==> src/design/fcbs_pkg.sv <==
`timescale 1ns / 1ps

package fcbs_pkg;

  // Plane registers and their APB window (one 64-bit register every 8 bytes).
  localparam int REG_COUNT  = 6;
  localparam int ADDR_BITS  = 6;
  localparam int IDX_BITS   = 3;
  localparam int DATA_BITS  = 64;
  localparam int OUT_BITS   = 8;

  localparam logic [IDX_BITS-1:0] REG_PLANE_NEAR   = 3'd0;
  localparam logic [IDX_BITS-1:0] REG_PLANE_FAR    = 3'd1;
  localparam logic [IDX_BITS-1:0] REG_PLANE_RIGHT  = 3'd2;
  localparam logic [IDX_BITS-1:0] REG_PLANE_LEFT   = 3'd3;
  localparam logic [IDX_BITS-1:0] REG_PLANE_TOP    = 3'd4;
  localparam logic [IDX_BITS-1:0] REG_PLANE_BOTTOM = 3'd5;

  // Offset d is moved to the dot-product scale by this shift.
  localparam int NORM_SHIFT = 14;

  localparam logic [1:0] VERDICT_INSIDE    = 2'd0;
  localparam logic [1:0] VERDICT_INTERSECT = 2'd1;
  localparam logic [1:0] VERDICT_OUTSIDE   = 2'd2;

  localparam logic KIND_SPHERE = 1'b0;
  localparam logic KIND_BOX    = 1'b1;

  // Normal components are Q1.14, offset is Q11.4; nx sits in the low bits.
  typedef struct packed {
    logic signed [15:0] d;
    logic signed [15:0] nz;
    logic signed [15:0] ny;
    logic signed [15:0] nx;
  } plane_t;

  typedef struct packed {
    logic far_below;
    logic near_below;
  } plane_flags_t;

endpackage

==> src/design/fcbs_plane.sv <==
`timescale 1ns / 1ps

module fcbs_plane #(
  parameter int COORD_BITS = 16
) (
  input  logic                         clk,
  input  logic                         en,
  input  logic                         is_box,
  input  logic signed [COORD_BITS-1:0] lo_x,
  input  logic signed [COORD_BITS-1:0] lo_y,
  input  logic signed [COORD_BITS-1:0] lo_z,
  input  logic signed [COORD_BITS-1:0] hi_x,
  input  logic signed [COORD_BITS-1:0] hi_y,
  input  logic signed [COORD_BITS-1:0] hi_z,
  input  logic        [COORD_BITS-2:0] radius,
  input  fcbs_pkg::plane_t             plane,
  output fcbs_pkg::plane_flags_t       flags
);
  import fcbs_pkg::*;

  localparam int PW = COORD_BITS + 16;
  localparam int SW = (COORD_BITS + 19 > 31) ? COORD_BITS + 19 : 31;

  logic signed [COORD_BITS-1:0] far_x, far_y, far_z;
  logic signed [COORD_BITS-1:0] near_x, near_y, near_z;

  logic signed [PW-1:0] pf_x, pf_y, pf_z;
  logic signed [PW-1:0] pn_x, pn_y, pn_z;
  logic [COORD_BITS-2:0] rad_q;
  logic signed [15:0]    d_q;
  logic                  box_q;

  logic signed [SW-1:0] rad_term, d_term, far_sum, near_sum;

  // The far corner takes hi where the normal component is non-negative.
  // A sphere uses its centre, which arrives on the lo fields.
  always_comb begin
    far_x  = (is_box && !plane.nx[15]) ? hi_x : lo_x;
    far_y  = (is_box && !plane.ny[15]) ? hi_y : lo_y;
    far_z  = (is_box && !plane.nz[15]) ? hi_z : lo_z;
    near_x = plane.nx[15] ? hi_x : lo_x;
    near_y = plane.ny[15] ? hi_y : lo_y;
    near_z = plane.nz[15] ? hi_z : lo_z;
  end

  always_ff @(posedge clk) begin
    if (en) begin
      pf_x  <= far_x * plane.nx;
      pf_y  <= far_y * plane.ny;
      pf_z  <= far_z * plane.nz;
      pn_x  <= near_x * plane.nx;
      pn_y  <= near_y * plane.ny;
      pn_z  <= near_z * plane.nz;
      rad_q <= radius;
      d_q   <= plane.d;
      box_q <= is_box;
    end
  end

  always_comb begin
    rad_term = box_q ? '0 : SW'({rad_q, {NORM_SHIFT{1'b0}}});
    d_term   = SW'($signed({d_q, {NORM_SHIFT{1'b0}}}));
    far_sum  = SW'(pf_x) + SW'(pf_y) + SW'(pf_z) + rad_term;
    near_sum = SW'(pn_x) + SW'(pn_y) + SW'(pn_z);
  end

  always_ff @(posedge clk) begin
    if (en) begin
      flags.far_below  <= far_sum < d_term;
      flags.near_below <= box_q && (near_sum < d_term);
    end
  end

endmodule
==> config.mk <==
export PLATFORM = sky130hd
export DESIGN_NAME = fcbs_plane
export DESIGN_NICKNAME = d
export VERILOG_FILES = /design/src/design/fcbs_pkg.sv /design/src/design/fcbs_plane.sv
export SDC_FILE = /design/constraint.sdc
export NUM_CORES = 2
export LEC_CHECK = 0
export BUFFER_PORTS_ARGS = -buffer_cell sky130_fd_sc_hd__buf_2
export CORE_MARGIN = 2
export CORE_UTILIZATION = 57
export DETAILED_ROUTE_END_ITERATION = 6
export GPL_ROUTABILITY_DRIVEN = 0
export HOLD_SLACK_MARGIN = 0.08
export PLACE_DENSITY = 0.79
export SYNTH_ARGS = -nofsm -noshare
export SYNTH_HDL_FRONTEND = slang
export SYNTH_SLANG_ARGS = --single-unit
==> constraint.sdc <==
create_clock -name clk -period 19.8 [get_ports clk]
set_input_delay 4.95 -clock clk [delete_from_list [all_inputs] [get_ports clk]]
set_output_delay 4.95 -clock clk [all_outputs]
set_load 0.02 [all_outputs]
==> metrics.md <==
| Metric | Value |
|---|---|
| Outcome | complete, no violations |
| Fraction of layout cells with a size suffix above 1 | 4.71% |
| WS Path Type | input port to register |
| Total CTS buffers | 28 |
| Area after DPL | 73500 um2 |
| Adder-cell share of the synthesized area | 57.0% |
| Die width | 358 um |
| Worst Path Arrival | 12610 ps |
| Post-synthesis cell count | 7343 |
| Fmax | 81.3 MHz |
| Post-CTS Setup Inserts | 0 |
| DR vias/cell | 5.54 |
| CP Launch Type | input port |
| Post-Syn Area per Cell | 9.72 um2 |
| I/O Pins | 180 |
| Min-delay src | box_q$_DFFE_PP_ |
| # setup viols final | 0 |
| Clk_lat worst skew | 570 ps |
| Synth warn | 0 |
| Worst setup EP type | register |
| Final core occ | 60.0% |
| Async SR Flop Fraction | 0% |
| CP startpoint | is_box |
| Final-report max-slew violation count | 0 |
| Clk slew on worst S/H paths | 60 ps |
| Clock Tree Root | clkbuf_16 |
| CTS Sinks | 226 |
| Post-synthesis compound-gate area fraction | 4.76% |
| Post_cts resized | 0 |
| Largest family of logic cells by synthesized area | adder cells |
| Req. time, crit path | 20110 ps |
| Clk buf depth | 3 |
| DR WL/cell | 19.4 um |
| Max Fanout on Critical Path | 15 |
| Sequential share of the synthesized area | 9.51% |
| Crit path top cell by count | fa_1 |
| Tmin final | 12300 ps |
| Row cnt | 129 |
| Vias | 49800 |
| I/O Buffers | 179 |
| WP buf/inv | 4 |
| Worst Tran Pin Value | 953 ps |
| CORE AREA | 124000 um2 |
| DIE HEIGHT | 358 um |
| RSZ-0062 raised after global routing | no |
| Final hold viol count | 0 |
| Mux cell area share after synthesis | 1.55% |
| Crit path max-delay cell type | nor2b_1 |
| Fin area | 74400 um2 |
| Remaining antenna violation count | 0 |
| Vias in the first global route | 55600 |
| Post-Synth Simple-Gate Area | 13.7% |
| Top cells by area, synth | fa_1 46%, ha_1 11%, edfxtp_1 9.5% |
| CTS tree | done |
| Top cell type's share of synthesized area | 46.3% |
| Setup Skew | 14.7 ps |
| Max incr delay on CP | 680 ps |
| Top delay family on crit path | adder cells |
| XOR/XNOR Fraction of Synth Area | 2.75% |
| Worst path cell trace | buf_2 -> nor2b_1 -> buf_4 -> mux2_2 -> and2_1 -> fa_1 -> inv_1 -> fa_1 -> fa_1 -> inv_1 -> fa_1 -> fa_1 -> fa_1 -> ha_1 -> a21oi_1 -> o32ai_1 -> a311o_1 -> o211a_1 -> o21ai_1 -> a31oi_1 -> o41ai_2 -> o21ai_1 -> o22ai_1 -> xnor2_1 |
| Pin count of the biggest net entering global routing | 96 |
| Ys flop type | edfxtp_1 |
| Flops & latches, synth | 226 |
| Global-route wire length before repair | 286 mm |
| Post-Route Setup TNS | 0 ps |
| Initial Util | 57.6% |
| DR pass1 iterations | 6 |
| Leading area contributor after synthesis | fa_1 |
| Filler instances | 10100 |
| Net Count, Synth | 9781 |
| Die footprint | 128000 um2 |
| Layout Nets | 9750 |
| Initial DRC count | 3740 |
| Initial antenna violation count | 10 |
| Worst rel slew slack | 36.4% |
| Worst Hold Class | register to register |
| Worst reg2reg startpoint | box_q$_DFFE_PP_ |
| # DRC | 0 |
| Area Overhead vs Synth | 4.31% |
| Gr ovfl total | 0 |
| Post-synth EDFFs | 226 |
| Final Cycle Share | 62.1% |
| Post-Syn Area | 71300 um2 |
| GRT Overall Usage | 28.4% |
| Max Cap Viol | 0 |
| Final WL | 174 mm |
| Dpl hpwl | 146 mm |
| Count of different cell masters after synthesis | 69 |
| CTS H-Tree Depth | 1 |
| # hold bufs at CTS | 0 |
[area by class of cell]
class	count	area [um2]	area share [%]
Antenna cell	7	17.5	0.0235
Clock buffer	30	708	0.952
Clock inverter	20	234	0.314
Inverter	1781	6690	8.98
Multi-Input combinational cell	5079	56900	76.5
Sequential cell	226	6790	9.12
Tap cell	1637	2050	2.75
Timing Repair Buffer	196	1030	1.39
[cell usage after synthesis, drive strengths merged (91+ instances only)]
cell / instances
edfxtp: 226
and2: 625
ha: 611
o21ai: 91
nand2: 798
fa: 1649
nor2: 209
nor2b: 105
a21oi: 139
xnor2: 179
inv: 1781
clkbuf: 249
[logic make-up (layout without fill, tap and decap cells)]
family | after synthesis | in the layout
simple gates | 1976 | 1976
other cells | 0 | 7
flops | 226 | 226
mux | 99 | 99
xor+xnor | 224 | 224
fa+ha+maj | 2260 | 2260
compound gates | 520 | 520
buf+inv | 2038 | 2027
[per-stage QoR]
stage	worst slack, ps	instances	hold WS (ps)
after floorplan	7670	7343	794
after global routing	7150	8969	1310
after detailed placement	6960	8919	1240
after global placement	7160	8919	1230
final	7500	8976	1250
after CTS	7550	8969	1250
[cells in the final DEF, fill, tap and decap left out, types with 105 or more instances in the layout]
cell	instances
nand2_1	798
nor2_1	209
a21oi_1	139
ha_1	611
inv_1	1779
and2_1	625
buf_2	178
xnor2_1	179
fa_1	1649
nor2b_1	105
edfxtp_1	226
[layer usage]
| metal | share of wire [%] | wire [um] | global-route usage [%] | up-vias |
|---|---|---|---|---|
| met5 | 0.019 | 33 | 0 | - |
| met1 | 38 | 66800 | 36.6 | 25600 |
| met3 | 7.3 | 12700 | 4.10 | 424 |
| met4 | 4.9 | 8560 | 11.8 | 6 |
| li1 | - | - | - | 21900 |
| met2 | 49 | 85700 | 48.2 | 1846 |
[state kept, by name, summed over array words and instances, names as in the netlist]
signal / flops
rad_q: 15
box_q: 1
d_q: 16
pn_y: 32
pf_y: 32
pn_x: 32
pf_x: 32
pn_z: 32
flags: 2
pf_z: 32
[final timing paths]
| path | cells after the start | to | slack, ps |
|---|---|---|---|
| setup reg to reg | 22 | flags[1]$_DFFE_PP_ | 13520 |
| hold / removal | 1 | flags[0]$_DFFE_PP_ | 1250 |
| setup / recovery | 24 | pf_z[31]$_DFFE_PP_ | 7500 |
| hold reg to reg | 1 | flags[0]$_DFFE_PP_ | 1250 |
Power is left out: the tool's default activity adds up to more than one toggle a clock period on the data nets, which glitch-free logic cannot reach.
